### config.mk
export PLATFORM = sky130hd
export DESIGN_NAME = permutation_order_crossover_flat
export DESIGN_NICKNAME = d
export VERILOG_FILES = /design/src/hdl/pocx_pkg.sv /design/src/hdl/pocx_if.sv /design/src/hdl/pocx_queue.sv /design/src/hdl/pocx_front.sv /design/src/hdl/pocx_back.sv /design/src/hdl/permutation_order_crossover.sv /design/src/flat_wrapper.sv
export SDC_FILE = /design/constraint.sdc
export NUM_CORES = 2
export LEC_CHECK = 0
export ABC_AREA = 0
export BUFFER_PORTS_ARGS = -buffer_cell sky130_fd_sc_hd__buf_2
export CAP_MARGIN = 0
export CORE_UTILIZATION = 30
export DETAILED_ROUTE_END_ITERATION = 8
export GPL_ROUTABILITY_DRIVEN = 0
export PLACE_DENSITY_LB_ADDON = 0.12
export SLEW_MARGIN = 20
export SYNTH_ARGS = -nofsm -noshare
export SYNTH_HDL_FRONTEND = slang
export SYNTH_SLANG_ARGS = --single-unit
### constraint.sdc
create_clock -name clock -period 14.3 [get_ports clock]
set_input_delay 0.715 -clock clock [delete_from_list [all_inputs] [get_ports clock]]
set_output_delay 0.715 -clock clock [all_outputs]
set_load 0.02 [all_outputs]
### src/hdl/pocx_pkg.sv
// ----------------------------------------------------------------------------
// pocx_pkg
// shared constants, types and helpers of the order crossover block
// ----------------------------------------------------------------------------
package pocx_pkg;

   localparam int MAX_JOBS = 64;
   localparam int JOB_W    = $clog2(MAX_JOBS);
   localparam int CNT_W    = $clog2(MAX_JOBS + 1);

   typedef logic [JOB_W-1:0] job_type;
   typedef logic [CNT_W-1:0] cnt_type;

   typedef struct packed {
      job_type parent_a_job;
      job_type parent_b_job;
      job_type seg_start;
      job_type seg_length;
      logic    last_element;
   } req_word_type;

   typedef struct packed {
      job_type child_a_job;
      job_type child_b_job;
      logic    last_result;
   } rsp_word_type;

   // classified word passed from front to back
   typedef struct packed {
      logic    store;
      job_type addr;
      job_type a_job;
      job_type b_job;
      logic    last;
      job_type start;
      job_type len;
      cnt_type first;
   } cmd_type;

   typedef enum logic [2:0] {
      ST_IDLE,
      ST_SEG,
      ST_FILL,
      ST_DRAIN,
      ST_EMIT
   } back_state_type;

   localparam cnt_type RESET_JOBS = cnt_type'(MAX_JOBS);

   function automatic cnt_type eff_jobs(input cnt_type num_jobs);
      cnt_type n;
      if (num_jobs == '0) begin
         n = cnt_type'(1);
      end else if (num_jobs > cnt_type'(MAX_JOBS)) begin
         n = cnt_type'(MAX_JOBS);
      end else begin
         n = num_jobs;
      end
      return n;
   endfunction

endpackage

### src/hdl/pocx_if.sv
// ----------------------------------------------------------------------------
// pocx_if
// valid/ready channels for parent words and child words
// ----------------------------------------------------------------------------
interface pocx_req_if;
   logic                  valid;
   logic                  ready;
   pocx_pkg::req_word_type payload;

   modport source (output valid, output payload, input ready);
   modport sink   (input valid, input payload, output ready);
endinterface

interface pocx_rsp_if;
   logic                  valid;
   logic                  ready;
   pocx_pkg::rsp_word_type payload;

   modport source (output valid, output payload, input ready);
   modport sink   (input valid, input payload, output ready);
endinterface

### src/hdl/pocx_queue.sv
// ----------------------------------------------------------------------------
// pocx_queue
// two-word queue between front and back
// ----------------------------------------------------------------------------
module pocx_queue (
   input  logic              clock,
   input  logic              reset,
   input  logic              push_valid,
   output logic              push_ready,
   input  pocx_pkg::cmd_type push_word,
   output logic              pop_valid,
   input  logic              pop_ready,
   output pocx_pkg::cmd_type pop_word
);

   pocx_pkg::cmd_type slot_ff [2];
   logic              wr_ptr_ff, wr_ptr_in;
   logic              rd_ptr_ff, rd_ptr_in;
   logic [1:0]        count_ff, count_in;
   logic              push, pop;

   assign push_ready = (count_ff != 2'd2);
   assign pop_valid  = (count_ff != 2'd0);
   assign pop_word   = slot_ff[rd_ptr_ff];
   assign push       = push_valid && push_ready;
   assign pop        = pop_valid && pop_ready;

   always_comb begin
      wr_ptr_in = push ? ~wr_ptr_ff : wr_ptr_ff;
      rd_ptr_in = pop ? ~rd_ptr_ff : rd_ptr_ff;
      count_in  = count_ff + 2'(push) - 2'(pop);
   end

   always_ff @(posedge clock) begin
      if (reset) begin
         wr_ptr_ff <= 1'b0;
         rd_ptr_ff <= 1'b0;
         count_ff  <= 2'd0;
      end else begin
         wr_ptr_ff <= wr_ptr_in;
         rd_ptr_ff <= rd_ptr_in;
         count_ff  <= count_in;
      end
   end

   always_ff @(posedge clock) begin
      if (push) begin
         slot_ff[wr_ptr_ff] <= push_word;
      end
   end

endmodule

### src/hdl/pocx_front.sv
// ----------------------------------------------------------------------------
// pocx_front
// takes parent words, tracks load position and clips the segment
// ----------------------------------------------------------------------------
module pocx_front (
   input  logic               clock,
   input  logic               reset,
   input  pocx_pkg::cnt_type  n_jobs,
   pocx_req_if.sink           req_chan,
   output logic               cmd_valid,
   input  logic               cmd_ready,
   output pocx_pkg::cmd_type  cmd
);

   pocx_pkg::cnt_type load_count_ff, load_count_in;
   pocx_pkg::cnt_type start_w, start_c, len_w, sum_w, len_c;
   logic              accept;

   assign req_chan.ready = cmd_ready;
   assign cmd_valid      = req_chan.valid;
   assign accept         = req_chan.valid && cmd_ready;

   always_comb begin
      start_w = {1'b0, req_chan.payload.seg_start};
      len_w   = {1'b0, req_chan.payload.seg_length};
      start_c = (start_w >= n_jobs) ? (n_jobs - pocx_pkg::cnt_type'(1)) : start_w;
      sum_w   = start_c + len_w;
      len_c   = (sum_w > n_jobs) ? (n_jobs - start_c) : len_w;

      cmd.store = (load_count_ff < n_jobs);
      cmd.addr  = load_count_ff[pocx_pkg::JOB_W-1:0];
      cmd.a_job = req_chan.payload.parent_a_job;
      cmd.b_job = req_chan.payload.parent_b_job;
      cmd.last  = req_chan.payload.last_element;
      cmd.start = start_c[pocx_pkg::JOB_W-1:0];
      cmd.len   = len_c[pocx_pkg::JOB_W-1:0];
      cmd.first = start_c + len_c;
   end

   always_comb begin
      load_count_in = load_count_ff;
      if (accept) begin
         if (req_chan.payload.last_element) begin
            load_count_in = '0;
         end else if (load_count_ff < pocx_pkg::cnt_type'(pocx_pkg::MAX_JOBS)) begin
            load_count_in = load_count_ff + pocx_pkg::cnt_type'(1);
         end
      end
   end

   always_ff @(posedge clock) begin
      if (reset) begin
         load_count_ff <= '0;
      end else begin
         load_count_ff <= load_count_in;
      end
   end

endmodule

### src/hdl/pocx_back.sv
// ----------------------------------------------------------------------------
// pocx_back
// parent stores, segment copy, fill scan and child word output
// ----------------------------------------------------------------------------
module pocx_back (
   input  logic               clock,
   input  logic               reset,
   input  pocx_pkg::cnt_type  n_jobs,
   input  logic               cmd_valid,
   output logic               cmd_ready,
   input  pocx_pkg::cmd_type  cmd,
   pocx_rsp_if.source         rsp_chan
);

   localparam int NJ = pocx_pkg::MAX_JOBS;
   localparam int JW = pocx_pkg::JOB_W;

   pocx_pkg::back_state_type state_ff, state_in;

   pocx_pkg::job_type pa_mem [NJ];
   pocx_pkg::job_type pb_mem [NJ];
   pocx_pkg::job_type ca_mem [NJ];
   pocx_pkg::job_type cb_mem [NJ];

   pocx_pkg::job_type pa_rd_ff, pb_rd_ff, ca_rd_ff, cb_rd_ff;
   logic              wa_bit_ff, wb_bit_ff, last_ff;

   pocx_pkg::job_type idx_ff, idx_in;
   pocx_pkg::cnt_type first_ff, first_in;
   pocx_pkg::job_type pos_a_ff, pos_a_in, pos_b_ff, pos_b_in;
   pocx_pkg::job_type pend_addr_ff, pend_addr_in;
   logic              pend_seg_ff, pend_seg_in, pend_fill_ff, pend_fill_in;
   logic [NJ-1:0]     used_a_ff, used_a_in, used_b_ff, used_b_in;
   logic [NJ-1:0]     wr_a_ff, wr_a_in, wr_b_ff, wr_b_in;
   logic              rsp_valid_ff, rsp_valid_in;

   logic              pop, rd_en, take_a, take_b, seg_done;
   logic              ca_we, cb_we;
   pocx_pkg::job_type ca_waddr, cb_waddr, ca_wdata, cb_wdata, nm1;

   assign nm1       = JW'(n_jobs - pocx_pkg::cnt_type'(1));
   assign cmd_ready = (state_ff == pocx_pkg::ST_IDLE);
   assign pop       = cmd_valid && cmd_ready;
   assign rd_en     = (state_ff == pocx_pkg::ST_EMIT) && (!rsp_valid_ff || rsp_chan.ready);
   assign seg_done  = ({1'b0, idx_ff} + pocx_pkg::cnt_type'(1)) == first_ff;
   assign take_a    = pend_fill_ff && !used_a_ff[pb_rd_ff];
   assign take_b    = pend_fill_ff && !used_b_ff[pa_rd_ff];

   // next state
   always_comb begin
      state_in = state_ff;
      case (state_ff)
         pocx_pkg::ST_IDLE: begin
            if (pop && cmd.last) begin
               state_in = (cmd.len != '0) ? pocx_pkg::ST_SEG : pocx_pkg::ST_FILL;
            end
         end
         pocx_pkg::ST_SEG: begin
            if (seg_done) begin
               state_in = pocx_pkg::ST_FILL;
            end
         end
         pocx_pkg::ST_FILL: begin
            if (idx_ff == nm1) begin
               state_in = pocx_pkg::ST_DRAIN;
            end
         end
         pocx_pkg::ST_DRAIN: begin
            state_in = pocx_pkg::ST_EMIT;
         end
         pocx_pkg::ST_EMIT: begin
            if (rd_en && idx_ff == nm1) begin
               state_in = pocx_pkg::ST_IDLE;
            end
         end
         default: begin
            state_in = pocx_pkg::ST_IDLE;
         end
      endcase
   end

   // counters and control outputs
   always_comb begin
      idx_in       = idx_ff;
      first_in     = first_ff;
      pend_seg_in  = 1'b0;
      pend_fill_in = 1'b0;
      pend_addr_in = idx_ff;
      case (state_ff)
         pocx_pkg::ST_IDLE: begin
            if (pop && cmd.last) begin
               first_in = cmd.first;
               idx_in   = (cmd.len != '0) ? cmd.start : '0;
            end
         end
         pocx_pkg::ST_SEG: begin
            pend_seg_in = 1'b1;
            idx_in      = seg_done ? '0 : idx_ff + JW'(1);
         end
         pocx_pkg::ST_FILL: begin
            pend_fill_in = 1'b1;
            idx_in       = (idx_ff == nm1) ? '0 : idx_ff + JW'(1);
         end
         pocx_pkg::ST_DRAIN: begin
            idx_in = '0;
         end
         pocx_pkg::ST_EMIT: begin
            if (rd_en) begin
               idx_in = idx_ff + JW'(1);
            end
         end
         default: begin
            idx_in = '0;
         end
      endcase
   end

   // segment copy and fill writes
   always_comb begin
      used_a_in = used_a_ff;
      used_b_in = used_b_ff;
      wr_a_in   = wr_a_ff;
      wr_b_in   = wr_b_ff;
      pos_a_in  = pos_a_ff;
      pos_b_in  = pos_b_ff;
      ca_we     = 1'b0;
      cb_we     = 1'b0;
      ca_waddr  = pos_a_ff;
      cb_waddr  = pos_b_ff;
      ca_wdata  = pb_rd_ff;
      cb_wdata  = pa_rd_ff;
      if (pop && cmd.last) begin
         used_a_in = '0;
         used_b_in = '0;
         wr_a_in   = '0;
         wr_b_in   = '0;
         pos_a_in  = (cmd.first == n_jobs) ? '0 : cmd.first[JW-1:0];
         pos_b_in  = (cmd.first == n_jobs) ? '0 : cmd.first[JW-1:0];
      end
      if (pend_seg_ff) begin
         ca_we                   = 1'b1;
         cb_we                   = 1'b1;
         ca_waddr                = pend_addr_ff;
         cb_waddr                = pend_addr_ff;
         ca_wdata                = pa_rd_ff;
         cb_wdata                = pb_rd_ff;
         used_a_in[pa_rd_ff]     = 1'b1;
         used_b_in[pb_rd_ff]     = 1'b1;
         wr_a_in[pend_addr_ff]   = 1'b1;
         wr_b_in[pend_addr_ff]   = 1'b1;
      end
      if (take_a) begin
         ca_we               = 1'b1;
         used_a_in[pb_rd_ff] = 1'b1;
         wr_a_in[pos_a_ff]   = 1'b1;
         pos_a_in            = (pos_a_ff == nm1) ? '0 : pos_a_ff + JW'(1);
      end
      if (take_b) begin
         cb_we               = 1'b1;
         used_b_in[pa_rd_ff] = 1'b1;
         wr_b_in[pos_b_ff]   = 1'b1;
         pos_b_in            = (pos_b_ff == nm1) ? '0 : pos_b_ff + JW'(1);
      end
   end

   always_comb begin
      rsp_valid_in = rsp_valid_ff;
      if (rd_en) begin
         rsp_valid_in = 1'b1;
      end else if (rsp_chan.ready) begin
         rsp_valid_in = 1'b0;
      end
   end

   always_ff @(posedge clock) begin
      if (reset) begin
         state_ff     <= pocx_pkg::ST_IDLE;
         idx_ff       <= '0;
         first_ff     <= '0;
         pos_a_ff     <= '0;
         pos_b_ff     <= '0;
         pend_seg_ff  <= 1'b0;
         pend_fill_ff <= 1'b0;
         used_a_ff    <= '0;
         used_b_ff    <= '0;
         wr_a_ff      <= '0;
         wr_b_ff      <= '0;
         rsp_valid_ff <= 1'b0;
      end else begin
         state_ff     <= state_in;
         idx_ff       <= idx_in;
         first_ff     <= first_in;
         pos_a_ff     <= pos_a_in;
         pos_b_ff     <= pos_b_in;
         pend_seg_ff  <= pend_seg_in;
         pend_fill_ff <= pend_fill_in;
         used_a_ff    <= used_a_in;
         used_b_ff    <= used_b_in;
         wr_a_ff      <= wr_a_in;
         wr_b_ff      <= wr_b_in;
         rsp_valid_ff <= rsp_valid_in;
      end
   end

   always_ff @(posedge clock) begin
      pend_addr_ff <= pend_addr_in;
   end

   // parent stores
   always_ff @(posedge clock) begin
      if (pop && cmd.store) begin
         pa_mem[cmd.addr] <= cmd.a_job;
         pb_mem[cmd.addr] <= cmd.b_job;
      end
      pa_rd_ff <= pa_mem[idx_ff];
      pb_rd_ff <= pb_mem[idx_ff];
   end

   // child stores, read side is the output register
   always_ff @(posedge clock) begin
      if (ca_we) begin
         ca_mem[ca_waddr] <= ca_wdata;
      end
      if (cb_we) begin
         cb_mem[cb_waddr] <= cb_wdata;
      end
      if (rd_en) begin
         ca_rd_ff  <= ca_mem[idx_ff];
         cb_rd_ff  <= cb_mem[idx_ff];
         wa_bit_ff <= wr_a_ff[idx_ff];
         wb_bit_ff <= wr_b_ff[idx_ff];
         last_ff   <= (idx_ff == nm1);
      end
   end

   assign rsp_chan.valid               = rsp_valid_ff;
   assign rsp_chan.payload.child_a_job = wa_bit_ff ? ca_rd_ff : '0;
   assign rsp_chan.payload.child_b_job = wb_bit_ff ? cb_rd_ff : '0;
   assign rsp_chan.payload.last_result = last_ff;

endmodule

### src/hdl/permutation_order_crossover.sv
// ----------------------------------------------------------------------------
// permutation_order_crossover
// order crossover of two job permutations, one parent position per word in
// ----------------------------------------------------------------------------
// Parent words are taken at one per cycle into a two-word queue and written
// into the parent stores; the word marked last starts a crossover, during
// which input stalls once the queue is full. A crossover runs the segment copy
// over the clipped segment and the fill scan over all n positions (one
// parent-store read per cycle, both children in parallel), then sends n child
// words at up to one per cycle. Stores need no clearing pass after reset;
// num_jobs must only be written while the block is idle.
module permutation_order_crossover (
   input  logic                     clock,
   input  logic                     reset,
   input  logic                     csr_we,
   input  logic [pocx_pkg::CNT_W-1:0] csr_wdata,
   pocx_req_if.sink                 req_chan,
   pocx_rsp_if.source               rsp_chan
);

   pocx_pkg::cnt_type num_jobs_ff, num_jobs_in, n_jobs;
   pocx_pkg::cmd_type front_cmd, back_cmd;
   logic              front_valid, front_ready, cmd_valid, cmd_ready;

   assign num_jobs_in = csr_we ? csr_wdata : num_jobs_ff;
   assign n_jobs      = pocx_pkg::eff_jobs(num_jobs_ff);

   always_ff @(posedge clock) begin
      if (reset) begin
         num_jobs_ff <= pocx_pkg::RESET_JOBS;
      end else begin
         num_jobs_ff <= num_jobs_in;
      end
   end

   pocx_front u_front (
      .clock     (clock),
      .reset     (reset),
      .n_jobs    (n_jobs),
      .req_chan  (req_chan),
      .cmd_valid (front_valid),
      .cmd_ready (front_ready),
      .cmd       (front_cmd)
   );

   pocx_queue u_queue (
      .clock      (clock),
      .reset      (reset),
      .push_valid (front_valid),
      .push_ready (front_ready),
      .push_word  (front_cmd),
      .pop_valid  (cmd_valid),
      .pop_ready  (cmd_ready),
      .pop_word   (back_cmd)
   );

   pocx_back u_back (
      .clock     (clock),
      .reset     (reset),
      .n_jobs    (n_jobs),
      .cmd_valid (cmd_valid),
      .cmd_ready (cmd_ready),
      .cmd       (back_cmd),
      .rsp_chan  (rsp_chan)
   );

   // input only stalls behind a full queue
   a_stall_needs_queue: assert property (@(posedge clock) disable iff (reset)
      !req_chan.ready |-> cmd_valid)
      else $error("input stalled with queue not holding words");

   // a waiting child word holds still
   a_rsp_hold: assert property (@(posedge clock) disable iff (reset)
      rsp_chan.valid && !rsp_chan.ready |=> rsp_chan.valid && $stable(rsp_chan.payload))
      else $error("child word changed while waiting");

   // the back end takes no queued word while a child word other than the last is pending
   a_no_pop_while_sending: assert property (@(posedge clock) disable iff (reset)
      rsp_chan.valid && !rsp_chan.payload.last_result |-> !cmd_ready)
      else $error("queue popped during crossover output");

   // effective job count stays in range
   a_jobs_range: assert property (@(posedge clock) disable iff (reset)
      n_jobs >= pocx_pkg::cnt_type'(1) && n_jobs <= pocx_pkg::cnt_type'(pocx_pkg::MAX_JOBS))
      else $error("job count out of range");

endmodule
### src/flat_wrapper.sv
// flat-port wrapper written by rule: the top's interface ports become plain ports
module permutation_order_crossover_flat 
  (clock, reset, csr_we, csr_wdata, req_chan_valid, req_chan_payload, req_chan_ready, rsp_chan_valid, rsp_chan_payload, rsp_chan_ready);
  pocx_req_if req_chan_i ();
  pocx_rsp_if rsp_chan_i ();
  input  logic clock;
  input  logic reset;
  input  logic csr_we;
  input  logic [pocx_pkg::CNT_W-1:0] csr_wdata;
  input wire logic [$bits(req_chan_i.valid)-1:0] req_chan_valid;
  input wire logic [$bits(req_chan_i.payload)-1:0] req_chan_payload;
  output wire logic [$bits(req_chan_i.ready)-1:0] req_chan_ready;
  output wire logic [$bits(rsp_chan_i.valid)-1:0] rsp_chan_valid;
  output wire logic [$bits(rsp_chan_i.payload)-1:0] rsp_chan_payload;
  input wire logic [$bits(rsp_chan_i.ready)-1:0] rsp_chan_ready;
  assign req_chan_i.valid = req_chan_valid;
  assign req_chan_i.payload = req_chan_payload;
  assign req_chan_ready = req_chan_i.ready;
  assign rsp_chan_valid = rsp_chan_i.valid;
  assign rsp_chan_payload = rsp_chan_i.payload;
  assign rsp_chan_i.ready = rsp_chan_ready;
  permutation_order_crossover u_core (.clock(clock), .reset(reset), .csr_we(csr_we), .csr_wdata(csr_wdata), .req_chan(req_chan_i), .rsp_chan(rsp_chan_i));
endmodule
==> run_results.csv <==
group,metric,value,unit
outcome,status,"finished with violations",
outcome,violations,"DRC",
synthesis,synth_cell_types,79,
global_route,grt.overflow.total,0,
sta,hold_viol_final,0,
sta,period_share,55.6,%
clocking,cts.repair.resized,0,
critical_path,path_max_fanout,18,
synthesis,syn_avg_cell_area,17.2,um2
floorplanning,rows,189,
clocking,cts_hold_buf,18,
finish,drive_gt1_share,24.6,%
power,vdd_drop_max,0.000189,V
placed_design,pre_cts_ws,6400,ps
drt,vias,44403,
global_route,grt_max_degree,178,
drt,avgViaCountPerCell,5.18,
power,switching_power,0.00596,W
finish,fill_cells,25173,
sta,fin_ws,6350,ps
clocking,clk_pin_slew,60,ps
power,p_seq_share,40.6,%
power,power.density,193,mW/mm2
finish,nNetsFinal,4935,
critical_path,crit_path_end_kind,"flop",
synthesis,synth_area,0.0800,mm2
sta,drv_slew,0,
synthesis,synth_edf_count,1629,
synthesis,yosysSeqAreaShare,69.2,%
power,internal-power,0.0119,W
synthesis,ys_seq_elements,1953,
drt,drc,6,
finish,fin_util,34.9,%
drt,wl_per_cell,27.3,um
flow_run,drv_cap,0,
clocking,cts.sinks,1953,
power,swShare,33.3,%
synthesis,synth_top_cell_by_area,"edfxtp_1",
finish,multi_input_area,0.0234,mm2
floorplanning,dieWidth,519,um
critical_path,path_delay_family,"compound AO/OA/AOI/OAI gates",
clocking,post_cts_buffers,0,
global_route,grt_pass1_vias,45657,
clocking,clock_latency,900,ps
critical_path,r2r_start,"u_core.num_jobs_ff[6]",
critical_path,r2r_cells,37,
drt,drt_iter0_drc,4064,
critical_path,crit_cells,37,
clocking,cts_buffer_depth,3,
critical_path,crit_buf_inv,9,
critical_path,critPathLaunch,"u_core.num_jobs_ff[6]",
critical_path,crit_end,"u_core.u_queue.slot_ff[0][6]",
placed_design,port_buffers,51,
critical_path,r2r_setup_slack,6350,ps
floorplanning,start_util,30.2,%
power,totalPowerFinal,0.0179,W
drt,ant_nets,0,
sta,slew_headroom,19.6,%
clocking,cts_tree,"done",
drt,drt_first_pass_iters,9,
synthesis,synth_warnings,0,
sta,clock_skew,104,ps
critical_path,cpPeakStageDelay,710,ps
sta,period_needed,7950,ps
global_route,antenna_found_initial,8,
sta,fmax,126,MHz
drt,wl,234,mm
sta,worst_pin_slew,1200,ps
synthesis,synth.top_cell.area_share,61.1,%
synthesis,synth_most_common_cell,"edfxtp_1",
critical_path,worstSetupPathType,"flop to flop",
floorplanning,die_h,519,um
synthesis,synthTopCellsByArea,"edfxtp_1 (61%), mux4_2 (16%), dfxtp_1 (8.1%), nor2_1 (1.4%), nand3_1 (1.3%)",
critical_path,regToRegEndpoint,"u_core.u_queue.slot_ff[0][6]",
clocking,numCtsBuffers,218,
hold_path,whs_path_depth,3,
placed_design,dp_hpwl,144,mm
finish,area_delta_synth_final,15.8,%
global_route,grt_usage,17.3,%
global_route,grt_first_pass_wirelength,339,mm
synthesis,synthCells,4662,
floorplanning,die_area,0.269,mm2
synthesis,synth_async_sr_flop_share,0,%
clocking,h-tree-depth,4,
synthesis,ys.flop_type,"edfxtp_1",
critical_path,crit_arrival,8560,ps
synthesis,syn-num-nets,4746,
sta,fin_setup_tns,0,ps
critical_path,cp.required,14900,ps
critical_path,path_common_cell,"inv_1",
power,cellLeakagePower,28.4,nW
sta,rsz0062_at_grt,"no",
power,comb_power_share,28.4,%
clocking,clockRootBuffer,"clkbuf_16",
floorplanning,core,0.265,mm2
sta,finalSetupViolations,0,
synthesis,synth_commonest_cells,"edfxtp_1 (1629), mux4_2 (564), dfxtp_1 (324)",
critical_path,critPathLaunchType,"flop",
hold_path,hold_path_class,"primary input to flop",
floorplanning,ioPinCount,52,
critical_path,critical_path.slowest_cell,"dfxtp_1",
finish,seqCellArea,0.0554,mm2
power,clockPowerShare,31.0,%
placed cells by master, fill, tap and decap left out, drive strengths merged, types with 96 or more instances in the layout:
master | netlist | layout
a21oi | 132 | 132
a22oi | 96 | 96
a31oi | 134 | 134
buf | 102 | 269
clkbuf | 216 | 293
dfxtp | 324 | 324
edfxtp | 1629 | 1629
mux4 | 564 | 564
nand2 | 276 | 276
nand3 | 215 | 215
nor2 | 293 | 293
sequential cells by signal (all words and copies together), names as in the netlist, 3 cells and up, named ones only:
name,cells
u_core.u_back.wr_b_ff,64
u_core.u_back.state_ff,3
u_core.u_back.pb_rd_ff,6
u_core.u_front.load_count_ff,7
u_core.u_back.pos_a_ff,6
u_core.u_queue.slot_ff,78
u_core.u_back.ca_mem,384
u_core.u_back.wr_a_ff,64
u_core.u_back.pb_mem,384
u_core.u_back.cb_mem,384
u_core.num_jobs_ff,7
u_core.u_back.idx_ff,6
u_core.u_back.first_ff,7
u_core.u_back.used_a_ff,64
u_core.u_back.pend_addr_ff,6
u_core.u_back.pa_rd_ff,6
u_core.u_back.pos_b_ff,6
u_core.u_back.ca_rd_ff,6
u_core.u_back.pa_mem,384
u_core.u_back.used_b_ff,64
u_core.u_back.cb_rd_ff,6
tightest hold or removal path: cells and delay by family:
| family | cells | cell delay, ps |
|---|---|---|
| buffers and inverters | 1 | 80 |
| multiplexers | 1 | 60 |
| AND/OR/NAND/NOR | 1 | 80 |
area by class of cell:
cell class                 count  share of cell area [%]
sequential                  1953                    59.8
multi-input combinational   2334                    25.2
clock buffer                 293                    6.43
tap                         3533                    4.77
timing repair buffer         287                    2.35
clock inverter               113                    1.22
inverter                      57                   0.239
antenna                        2                 0.00540
worst min-delay path by stage:
stage	from	to	slack, ps
6_report	csr_wdata[5]	u_core.num_jobs_ff[5]	80
5_1_grt	csr_wdata[5]	u_core.num_jobs_ff[5]	40
4_1_cts	csr_wdata[5]	u_core.num_jobs_ff[5]	1
3_5_place_dp	u_core.u_back.wr_a_ff[2]	u_core.u_back.wr_a_ff[2]	470
3_3_place_gp	u_core.u_back.wr_b_ff[63]	u_core.u_back.wr_b_ff[63]	460
2_1_floorplan	u_core.u_back.idx_ff[5]	u_core.u_back.pend_addr_ff[5]	330
power by group through the flow:
stage,Sequential (W),Clock (W),Combinational [W]
5_1_grt,0.00728,0.00591,0.00543
3_5_place_dp,0.00738,0,0.00522
4_1_cts,0.00726,0.00570,0.00523
2_1_floorplan,0.00721,0,0.00311
3_3_place_gp,0.00737,0,0.00519
6_report,0.00726,0.00555,0.00509
cells by family (layout without fill, tap and decap cells):
logic type,count (synthesis),count (layout),synth area share (%)
flip-flops,1953,1953,69.2
AND/OR/NAND/NOR,988,988,5.66
multiplexers,634,634,16.8
AO/OA/AOI/OAI,616,616,5.15
buffers and inverters,375,750,1.86
XOR/XNOR,49,49,0.553
adder cells (fa/ha/maj),47,47,0.763
other,0,2,0
routing by layer:
layer | share of wire [%] | vias up | global-route usage [%]
met1 | 45 | 23627 | 24.0
met4 | 2.5 | 2 | 4.96
met3 | 4.0 | 328 | 2.43
li1 | - | 19281 | -
met2 | 48 | 1165 | 28.1
met5 | 0.0055 | - | 0
through the flow:
stage | area, um2 | hold slack, ps | cells
6_report | 92700 | 82.4 | 8572
5_1_grt | 92700 | 42.9 | 8572
4_1_cts | 92600 | 1.41 | 8568
3_5_place_dp | 85400 | 468 | 8144
3_3_place_gp | 85300 | 462 | 8144
2_1_floorplan | 80000 | 329 | 4662
Power figures use the tool's default switching activity.
